`src/rtl/tswr_pkg.sv`:
```
`timescale 1ns / 1ps
// ----------------------------------------------------------------------------
// tswr_pkg
// Shared types and constants of the TCP sender window/retransmit core.
// ----------------------------------------------------------------------------
package tswr_pkg;

  localparam int QueueDepthDef = 64;
  localparam int MaxSegs       = 63;

  localparam logic [15:0] RtoRst      = 16'd1000;
  localparam logic [31:0] IseqRst     = 32'd0;
  localparam logic [10:0] MaxPayRst   = 11'd1000;
  localparam logic [15:0] CapacityRst = 16'd65535;

  // register index, paddr[3:2]
  localparam logic [1:0] RegInitialRto    = 2'd0;
  localparam logic [1:0] RegInitialSeqno  = 2'd1;
  localparam logic [1:0] RegMaxPayload    = 2'd2;
  localparam logic [1:0] RegStreamCap     = 2'd3;

  localparam logic [2:0] ActWrite = 3'd0;
  localparam logic [2:0] ActClose = 3'd1;
  localparam logic [2:0] ActFill  = 3'd2;
  localparam logic [2:0] ActAck   = 3'd3;
  localparam logic [2:0] ActTick  = 3'd4;
  localparam logic [2:0] ActEmpty = 3'd5;

  typedef struct packed {
    logic [2:0]  action;
    logic [15:0] write_count;
    logic [31:0] ack_number;
    logic [15:0] peer_window_in;
    logic [15:0] elapsed_ms;
  } in_item_t;

  typedef struct packed {
    logic        seg_valid;
    logic [31:0] seq_wrapped;
    logic        syn_flag;
    logic        fin_flag;
    logic [10:0] payload_len;
    logic        is_retransmit;
    logic [15:0] flight_bytes;
    logic [7:0]  retries;
    logic        last;
  } out_item_t;

  typedef enum logic [2:0] {
    OP_WRITE, OP_CLOSE, OP_FILL, OP_ACK, OP_TICK, OP_EMPTY, OP_NONE
  } op_e;

  typedef struct packed {
    op_e         op;
    logic [15:0] write_count;
    logic [31:0] ack_number;
    logic [15:0] peer_window;
    logic [15:0] elapsed_ms;
  } cmd_t;

  typedef struct packed {
    logic [15:0] initial_rto;
    logic [31:0] initial_seqno;
    logic [10:0] max_payload;
    logic [15:0] stream_capacity;
  } cfg_t;

  // outstanding segment entry
  typedef struct packed {
    logic [63:0] start;
    logic        fin;
    logic        syn;
    logic [10:0] pay;
  } pend_t;

  typedef enum logic [3:0] {
    ST_IDLE, ST_ACK_UNWRAP, ST_ACK_CMP, ST_POP_RD, ST_POP_CHK, ST_ACK_DONE,
    ST_FILL, ST_TICK_ADD, ST_TICK_CHK, ST_EMPTY, ST_STATUS
  } state_e;

endpackage

```
`src/rtl/tswr_front.sv`:
```
`timescale 1ns / 1ps
// ----------------------------------------------------------------------------
// tswr_front
// Accepts input beats, decodes the action and queues commands (2 deep).
// ----------------------------------------------------------------------------
module tswr_front (
  input  logic               clk_i,
  input  logic               rst_ni,
  input  logic               in_valid_i,
  output logic               in_stall_o,
  input  tswr_pkg::in_item_t in_data_i,
  output logic               cmd_valid_o,
  output tswr_pkg::cmd_t     cmd_o,
  input  logic               cmd_pop_i
);

  tswr_pkg::cmd_t fifo_q [2];
  logic           wr_ptr_q, rd_ptr_q;
  logic [1:0]     count_q;
  logic           push, pop;
  tswr_pkg::cmd_t cmd_new;

  always_comb begin
    cmd_new.write_count = in_data_i.write_count;
    cmd_new.ack_number  = in_data_i.ack_number;
    cmd_new.peer_window = in_data_i.peer_window_in;
    cmd_new.elapsed_ms  = in_data_i.elapsed_ms;
    case (in_data_i.action)
      tswr_pkg::ActWrite: cmd_new.op = tswr_pkg::OP_WRITE;
      tswr_pkg::ActClose: cmd_new.op = tswr_pkg::OP_CLOSE;
      tswr_pkg::ActFill:  cmd_new.op = tswr_pkg::OP_FILL;
      tswr_pkg::ActAck:   cmd_new.op = tswr_pkg::OP_ACK;
      tswr_pkg::ActTick:  cmd_new.op = tswr_pkg::OP_TICK;
      tswr_pkg::ActEmpty: cmd_new.op = tswr_pkg::OP_EMPTY;
      default:            cmd_new.op = tswr_pkg::OP_NONE;
    endcase
  end

  assign in_stall_o  = (count_q == 2'd2);
  assign push        = in_valid_i && !in_stall_o;
  assign cmd_valid_o = (count_q != 2'd0);
  assign pop         = cmd_pop_i && cmd_valid_o;
  assign cmd_o       = fifo_q[rd_ptr_q];

  always_ff @(posedge clk_i) begin
    if (push) begin
      fifo_q[wr_ptr_q] <= cmd_new;
    end
  end

  always_ff @(posedge clk_i or negedge rst_ni) begin
    if (!rst_ni) begin
      wr_ptr_q <= 1'b0;
      rd_ptr_q <= 1'b0;
      count_q  <= 2'd0;
    end else begin
      if (push) wr_ptr_q <= ~wr_ptr_q;
      if (pop)  rd_ptr_q <= ~rd_ptr_q;
      count_q <= count_q + {1'b0, push} - {1'b0, pop};
    end
  end

endmodule

```
`config.mk`:
```
export PLATFORM = sky130hd
export DESIGN_NAME = tswr_front
export DESIGN_NICKNAME = d
export VERILOG_FILES = /design/src/rtl/tswr_pkg.sv /design/src/rtl/tswr_front.sv
export SDC_FILE = /design/constraint.sdc
export NUM_CORES = 1
export LEC_CHECK = 0
export ABC_CLOCK_PERIOD_IN_PS = 8000
export BUFFER_PORTS_ARGS = -buffer_cell sky130_fd_sc_hd__buf_4
export CAP_MARGIN = 20
export CORE_MARGIN = 1.5
export CORE_UTILIZATION = 50
export DETAILED_ROUTE_END_ITERATION = 10
export GPL_ROUTABILITY_DRIVEN = 1
export PLACE_DENSITY = 0.75
export SYNTH_ARGS = -nofsm -noshare
export SYNTH_HDL_FRONTEND = slang
export SYNTH_SLANG_ARGS = --single-unit
export TNS_END_PERCENT = 1
```
`constraint.sdc`:
```
create_clock -name clk_i -period 8 [get_ports clk_i]
set_input_delay 0.8 -clock clk_i [delete_from_list [all_inputs] [get_ports clk_i]]
set_output_delay 0.8 -clock clk_i [all_outputs]
set_load 0.005 [all_outputs]
```
== Yosys cells after proc, flatten, opt, wreduce, memory -nomap -nowiden ==
Memory sizes are Yosys's and may differ from the RTL's.
Index checks and enable logic that the tools add are counted.

* Flip-flop bits (word level): 4
* RAM bits: 166
* Output and inout port bits: 85
* Word-level logic and storage cells: 22
* Memories: 1

* Add/sub/neg operators: 2
* Equal/unequal tests: 6
* Muxes and demuxes: 3
* Bitwise operators: 2
* Reductions and logical operators: 5

{| class="wikitable"
|+ Memories
! memory !! words !! bits a word !! rd ports !! clocked after Yosys merged registers in !! wr ports !! RTL line !! RTL
|-
| fifo_q || 2 || 83 || 1 || 0 || 1 || tswr_front.sv:17 || <nowiki>tswr_pkg::cmd_t fifo_q [2];</nowiki>
|}

{| class="wikitable"
|+ Operators by type and width
! operator !! count
|-
| case mux 3 bit (6 select lines) || 1
|-
| equality test 3 x 2 -> 1 bit (second input constant) || 2
|-
| equality test 3 bit (second input constant) || 2
|-
| equality test 3 x 1 -> 1 bit (second input constant) || 1
|-
| zero test 3 bit || 1
|-
| adder 2 x 1 -> 2 bit || 1
|-
| equality test 2 bit (second input constant) || 1
|-
| logical AND 1 bit || 2
|-
| 2-to-1 mux 1 bit || 2
|-
| NOT 1 bit || 2
|-
| nonzero test 2 bit || 1
|-
| subtractor 2 x 1 -> 2 bit || 1
|-
| zero test 1 bit || 1
|}

== Depth between registers and ports, before layout ==
Gate-level depths: netlist (run 1).

* Depth in word-level cells: 5
* Gate-level depth with buffers: 7
* Depth with buffers taken out: 7

== Worst setup path after synthesis (run 1) ==
No wires, ideal clock.

* Kind: input -> register
* From: in in_valid_i
* To: mem fifo_q[0][0] in the netlist's numbering (enable)
* Data arrival time: 4.354 ns
* Data required time: 7.475 ns
* Slack: 3.121 ns
* Stages: 2
* Path buffers: 0
* Cell sequence: nand2_1 nor2_1

* Word-level cells in the longest chain between the ends: 3

{| class="wikitable"
|+ Ends and longest elaborated chain
! element !! RTL line !! RTL
|-
| start, declared || tswr_front.sv:9 || <nowiki>input logic in_valid_i,</nowiki>
|-
| logical AND 1 bit || tswr_front.sv:40 || <nowiki>assign push = in_valid_i && !in_stall_o;</nowiki>
|-
| 2-to-1 mux 1 bit || tswr_front.sv:46 || <nowiki>if (push) begin</nowiki>
|-
| 2-to-1 mux 1 bit (implied by the code) || tswr_front.sv:47 || <nowiki>fifo_q[wr_ptr_q] <= cmd_new;</nowiki>
|-
| end, declared || tswr_front.sv:17 ||
|}

No other way between the ends.

==> run summary, run 1 <==
The flow ran to the end, and the final reports show no timing, DRC or antenna violations. The congestion estimate from routability-driven global placement came to 0.646. Data on the critical path arrives at its endpoint at 2630 ps. The cell count after synthesis is 279, and the count of fill cells added during filler insertion is 895. The tree built by TritonCTS fans out to 170 sinks. Once the clock tree was built, the setup fixing pass inserted 0 buffers. TritonCTS built the clock tree. Sort of element at the end of the critical path: an output port. In this run, post-CTS hold repair placed 0 buffers. After legalization and detailed placement, the total HPWL measured 7.46 mm. The maximum fanout encountered on the critical timing path was 47. Worst hold-check path type: in2async. 172 I/O pins were placed. The post-synthesis area per instance works out to 23.1 um2.

In this run the clock root is driven by a sky130_fd_sc_hd__clkbuf_16. The maximum clock rate is 0.291 GHz, and the power density of the placed cells is 354 nW/um2. The first routing iteration left 231 violations. TritonCTS created 17 clock buffers. The final critical-path share of the clock period works out to 0.429.

The total via count in the routed design was 3131. Subtracting the final worst setup slack from the clock period gives 3430 ps. Buffers placed on the I/O ports in this run total 171. Relative slew slack: 0.436. The logs give 0.511 for the starting density of the core and 16.0 mm for the global-route wire length before repair.

Measured along the x axis, the die boundary spans 117 um. For this run, design rule violations remaining after detail routing come to 0. Setup repair after global routing left no endpoint under its margin.

The tools report the all-layer global routing usage as 0.165. The final layout net count was 550; the summed instance area of the synthesized netlist was 6450 um2. After clock tree synthesis, the clock-pin slew on the worst setup and hold paths is 60 ps. Via count of the first global-routing pass: 3127. For the final database, setup skew stands at 5.14 ps.

The area growth from synthesis to layout is 30.9%. The clock tree synthesis step divided the H-tree into 4 levels. For the pin with the worst max-slew slack, the measured transition is 846 ps. The tools report the post-cts repair resize count as 0. The total count of hold-check failures in the final report was 0; the count of cells along the worst register-to-register path was 4. The number of distinct library cells after synthesis was 18. The fraction of layout cells with a size suffix above 1 works out to 0.605. Once detail routing completed, the nets flagged for antenna violations numbered 0. The total of endpoints with negative setup slack in the final report is 0, and the total detailed-routing wirelength is 11.2 mm. The length of the first detailed-routing pass in iterations was 4; the area of the die was 13600 um2. The flip-flop cell with the highest count after synthesis was sky130_fd_sc_hd__edfxtp_1. For this run the aggregate overflow at the end of global routing stands at 0. Yosys mapped a number of flops with a built-in enable equal to 166.

For the worst path required time, the log shows 7200 ps. Summed over all cells, the static leakage comes to 3.34 nW. 0 antenna diodes ended up in the layout.

The latest clock arrival within the worst-skew pair is 410 ps, and the maximum clock path buffer count is 2. The height of the die is 117 um, and the share of synthesized registers carrying an async set or reset is 0.0235. The via density per instance is 4.85.

For the worst voltage drop across the vdd grid, the log shows 250 uV. Placement row count: 41. Synthesis inferred 170 register bits. The number of max-slew violations in the final report came out at 0.

Class of the most critical setup path: reg2out. Setup total negative slack on the finished layout was measured at 0 ps. Max-cap violations in this run came to 0. The post-detailed-route wirelength per cell was 17.3 um; the register area share after synthesis was 0.788. The net count after synthesis was 368; the pin count of the biggest net entering global routing was 60. The number of antenna violations at the first check in global routing is 0. The region available for standard cell placement spans 12600 um2. For this run, the number of Yosys warnings is 0.

Fraction of the core area covered by cells at the end of the flow: 0.669. The worst setup path is launched from a flop.
## area by class of cell
class	count	area, um2	share of cell area
Tap cell	172	215	0.0255
Inverter	2	7.51	0.000889
Sequential cell	170	5090	0.603
Multi-Input combinational cell	96	1270	0.151
Clock buffer	19	433	0.0513
Clock inverter	12	108	0.0127
Timing Repair Buffer	174	1320	0.156
## worst paths after layout
path	start	endpoint	slack [ps]
setup reg to reg	count_q[1]	fifo_q[0][70]	5560
max in group asynchronous	rst_ni	rd_ptr_q	7710
hold / removal	rst_ni	rd_ptr_q	170
setup / recovery	rd_ptr_q	cmd_o[0]	4570
min in group clk_i	count_q[1]	count_q[1]	510
hold reg to reg	count_q[1]	count_q[1]	510
## cell families after synthesis
family                     after synthesis  synth area share
AOI/OAI and AO/OA                        1           0.00116
buffers and inverters                   13            0.0161
xor gates and xnor gates                 4           0.00543
adders and majority gates                2           0.00388
DFF                                    170             0.788
muxes                                   83             0.180
and+or+nand+nor                          6           0.00543
## metrics by stage
| step | setup slack [ps] | cell area, um2 | power, mW | hold WS, ps | instances |
|---|---|---|---|---|---|
| floorplan | 3120 | 6450 | 1.88 | 460 | 279 |
| finish | 4570 | 8450 | 2.99 | 173 | 645 |
| CTS | 4520 | 8450 | 3.03 | 154 | 645 |
| global route | 4470 | 8450 | 3.14 | 154 | 645 |
| global placement | 5020 | 7890 | 2.25 | 477 | 613 |
| detailed placement | 4980 | 7910 | 2.28 | 484 | 614 |
## flip-flops by register name (all words and copies together), names as in the netlist
name and count:
wr_ptr_q 1, rd_ptr_q 1, fifo_q 166, count_q 2
## cell usage in the layout (no fill, tap or decap), types with 3 or more instances in the layout
cell type	count
sky130_fd_sc_hd__mux2_4	60
sky130_fd_sc_hd__dfrtp_1	3
sky130_fd_sc_hd__clkbuf_16	17
sky130_fd_sc_hd__mux2_2	23
sky130_fd_sc_hd__buf_4	173
sky130_fd_sc_hd__edfxtp_1	166
sky130_fd_sc_hd__xnor2_1	3
sky130_fd_sc_hd__clkinv_2	4
sky130_fd_sc_hd__clkinv_1	5
## power breakdown
group / internal [mW] / total (mW) / switching, mW / leakage [nW]
clock: 0.450 / 0.749 / 0.300 / 0.268
sequential: 1.22 / 1.32 / 0.0957 / 1.59
combinational: 0.564 / 0.926 / 0.363 / 1.48
total: 2.23 / 2.99 / 0.758 / 3.34
## cells in the mapped netlist, types with 2 or more instances
| cell type | number | share of area |
|---|---|---|
| sky130_fd_sc_hd__ha_1 | 2 | 0.0039 |
| sky130_fd_sc_hd__dfrtp_1 | 4 | 0.016 |
| sky130_fd_sc_hd__xnor2_1 | 3 | 0.0041 |
| sky130_fd_sc_hd__mux2_4 | 60 | 0.14 |
| sky130_fd_sc_hd__inv_1 | 2 | 0.0012 |
| sky130_fd_sc_hd__mux2_2 | 23 | 0.040 |
| sky130_fd_sc_hd__buf_6 | 7 | 0.012 |
| sky130_fd_sc_hd__edfxtp_1 | 166 | 0.77 |
| sky130_fd_sc_hd__clkbuf_1 | 2 | 0.0012 |
| sky130_fd_sc_hd__buf_2 | 2 | 0.0016 |
## layer usage
| layer | vias up | part of all wire | routed length (um) | GRT usage |
|---|---|---|---|---|
| met5 | - | 0 | 0 | 0 |
| met4 | 0 | 0.021 | 237 | 0.0795 |
| met3 | 15 | 0.082 | 914 | 0.0592 |
| met2 | 129 | 0.49 | 5510 | 0.263 |
| met1 | 1528 | 0.40 | 4530 | 0.204 |
| li1 | 1459 | - | - | - |
## worst max-delay path, cell delays in order (launching register included)
cell,delay [ps]
sky130_fd_sc_hd__dfrtp_4,820
sky130_fd_sc_hd__buf_4,780
sky130_fd_sc_hd__mux2_2,430
sky130_fd_sc_hd__buf_4,140
(Power assumes the default switching activity.)
==> run 2, diff against run 1 <==
--- a/config.mk
+++ b/config.mk
@@ -5,7 +5,7 @@
 export SDC_FILE = /design/constraint.sdc
 export NUM_CORES = 1
 export LEC_CHECK = 0
-export ABC_CLOCK_PERIOD_IN_PS = 8000
+export ABC_CLOCK_PERIOD_IN_PS = 3300
 export BUFFER_PORTS_ARGS = -buffer_cell sky130_fd_sc_hd__buf_4
 export CAP_MARGIN = 20
 export CORE_MARGIN = 1.5
==> constraint.sdc (replaced) <==
create_clock -name clk_i -period 3.3 [get_ports clk_i]
set_input_delay 0.33 -clock clk_i [delete_from_list [all_inputs] [get_ports clk_i]]
set_output_delay 0.33 -clock clk_i [all_outputs]
set_load 0.005 [all_outputs]
==> run 2 against run 1 <==
Clock skew shrank 0.61 ps. Non-clock buffer count grew 2. Die area is the same. Setup slack lost 3800 ps. Worst hold slack lost 79 ps. Clock-buffer cell count shrank 1. Combinational power grew 150%. Power grew to 2.5 times the previous value. Critical path depth is the same. Sequential share of layout area shrank 0.85 points. Sequential cell count is the same. Critical endpoint is now cmd_o[4]. Highest routed layer unchanged.
==> run summary, run 2 (synthesis results as in run 1) <==
The number of max-slew violations in the final report was 0 (unchanged). The flow ran to the end, and the final reports show no timing, DRC or antenna violations. The critical path goes through buf_12 -> mux2_2 -> buf_4. The initial DRC count was 228 (-1.3%). The number of antenna violations at the first check in global routing is 0 (unchanged), and the core area is 12600 um2 (unchanged). The footprint of the multi-input gates is 1270 um2 (unchanged), and the starting density of the core is 0.511 (unchanged). The power density of the placed cells is 883 nW/um2 (+150%), and the latest clock arrival within the worst-skew pair is 420 ps (about the same).

The logs give 7.32 mm (-1.8%) for the detailed placer's ending HPWL and 883 (-1.3%) for the count of fill cells added during filler insertion. The global-route wire length before repair was 16.5 mm (+3.0%); the all-layer global routing usage was 0.170 (+0.00496). The most common cell after layout, fill and taps aside was sky130_fd_sc_hd__buf_4. The final critical-path share of the clock period was 0.773; the CTS buffer count was 17 (unchanged).

The number of buffers inserted for hold repair after clock tree synthesis was 1 (+1). The register clock-pin slew on the reported worst setup and hold paths came out at 60 ps (about the same). The tools report the total of endpoints with negative setup slack in the final report as 0 (unchanged). The sequential standard cell area is 5090 um2 (unchanged).

Chip width: 117 um (unchanged). Remaining routing DRC violations: 0 (unchanged). The antenna diode instance count is 0 (unchanged).

The total detailed-routing wirelength came out at 11.3 mm (+0.84%). The number of stages on the worst hold path was 1. Leaving out fill and tap cells, the most frequent cells in the layout are sky130_fd_sc_hd__buf_4, sky130_fd_sc_hd__edfxtp_1, sky130_fd_sc_hd__mux2_4. The final-layout setup total negative slack was 0 ps (unchanged).

The class of the most critical setup path is reg2out. In the final layout, the registers with the most flip-flops are fifo_q (166), count_q (2). The post-layout total power is 7.56 mW (+150%). The tools report the signal arrival time at the worst endpoint as 2220 ps (-410 ps).

The tools report the number of sinks on the clock net as 170 (unchanged). Setup repair after global routing left no endpoint under its margin. The height of the die is 117 um (unchanged).

The logs give 13600 um2 (unchanged) for the area of the die and 0.519 (+0.0826) for the relative slew slack. The maximum clock path buffer count is 2 (unchanged). The maximum single-stage delay on the critical path is 820 ps (about the same). The tree is rooted in a sky130_fd_sc_hd__clkbuf_16. The type of origin of the critical path was a flop.

The total via count in the routed design is 3088 (-1.4%), and the finished layout cell area is 8570 um2 (+1.4%). The logs give 55 (-8.3%) for the pin count of the biggest net entering global routing and 172 (unchanged) for the boundary pin count. The run gives 2970 ps (-4230 ps) as the worst path required time.

The final antenna-violating net count was 0 (unchanged); the worst slack on hold paths was 93.4 ps (-79.2 ps). The cell area after placement came out at 7930 um2 (+0.25%). The logs give 3.38 nW (+1.3%) for the static leakage and 0.705 (+9.2%) for the final weighted congestion of routability-driven global placement. TritonCTS built the clock tree. The logs give 0 (unchanged) for the total count of hold-check failures in the final report and 4 (unchanged) for the H-tree level count. The tools report the max-cap check violation count as 0 (unchanged).

The register with the most flip-flops is fifo_q. The sort of element at the end of the critical path is an output port. Maximum fanout encountered on the critical timing path: 53 (+13%). The via count of the first global-routing pass was 3219 (+2.9%); the via density per instance was 4.77 (-1.8%). The placement row count is 41 (unchanged). The largest individual stage delay along the critical path comes from the cell sky130_fd_sc_hd__dfrtp_4. The minimum period implied by the final worst setup slack is 2550 ps, and the largest clock skew in the final design is 4.54 ps (-0.607 ps). The final layout net count is 552 (+0.36%), and the post-cts repair resize count is 0 (unchanged).

In this run the worst hold path is classified as in2reg. The area added between synthesis and finish is 32.8%, and the number of flip-flops in the largest register is 166 (unchanged). The buffers inserted during post-CTS setup optimization is 0 (unchanged).

The actual slew at the worst max-slew pin is 722 ps (-124 ps). The fraction of layout cells with a size suffix above 1 was 0.611 (+0.00669); the fraction of the core area covered by cells at the end of the flow was 0.679 (+0.00962). The tools report the total grt overflow as 0 (unchanged). The worst voltage drop across the vdd grid was 466 uV (+87%); the maximum clock rate was 0.392 GHz.

The count of buffers inserted at the top-level ports works out to 171 (unchanged). The post-detailed-route wirelength per cell is 17.4 um (+0.37%), and the count of cells along the worst register-to-register path is 3 (-1). For the length of the first detailed-routing pass in iterations, the log shows 4 (unchanged).
-- run 2: changes by cell type in the layout (fill, tap and decap cells not counted) --
cell                            previous run  this run
sky130_fd_sc_hd__buf_12                    1         2
sky130_fd_sc_hd__bufinv_16                 2         5
sky130_fd_sc_hd__clkbuf_1                  2         1
sky130_fd_sc_hd__clkinv_1                  5         3
sky130_fd_sc_hd__clkinv_2                  4         2
sky130_fd_sc_hd__clkinvlp_4                0         3
sky130_fd_sc_hd__dlygate4sd3_1             0         1
-- run 2: path summary, 6_finish.rpt --
path / start / end / slack, ps
max: rd_ptr_q / cmd_o[4] / 750
min in group asynchronous: rst_ni / wr_ptr_q / 270
max in group asynchronous: rst_ni / rd_ptr_q / 2910
min: in_data_i[29] / fifo_q[0][29] / 90
max reg2reg: count_q[1] / fifo_q[1][82] / 1450
min reg2reg: count_q[1] / count_q[1] / 510
-- run 2: power breakdown --
part           switching (mW)  total, mW  leakage (nW)  internal, mW
sequential              0.231       3.19          1.59          2.96
combinational           0.892       2.27          1.50          1.38
clock                   0.768       2.10         0.298          1.33
-- run 2: through the flow --
step	std cells	setup WS, ps
after floorplan	279	120
after global placement	615	1190
after detailed placement	615	1170
after CTS	648	711
after global routing	648	669
final	648	749
-- run 2: layout make-up --
class | instances | area share
inverters | 2 | 0.000876
flip-flops and latches | 170 | 0.594
multi-input cells | 96 | 0.149
clock inverters | 14 | 0.0237
repair buffers | 176 | 0.157
well taps | 172 | 0.0251
clock buffers | 18 | 0.0501
-- run 2: per-layer routing --
metal | GRT usage | vias up | routed length, um
li1 | - | 1462 | -
met5 | 0 | - | 0
met2 | 0.273 | 121 | 5590
met3 | 0.0566 | 23 | 800
met1 | 0.207 | 1482 | 4620
met4 | 0.0900 | 0 | 270
-- run 2: critical path: cells and delay by family, from the launching register on --
kind | cells | cell delay, ps
buffers and inverters | 2 | 550
DFF | 1 | 820
muxes | 1 | 390
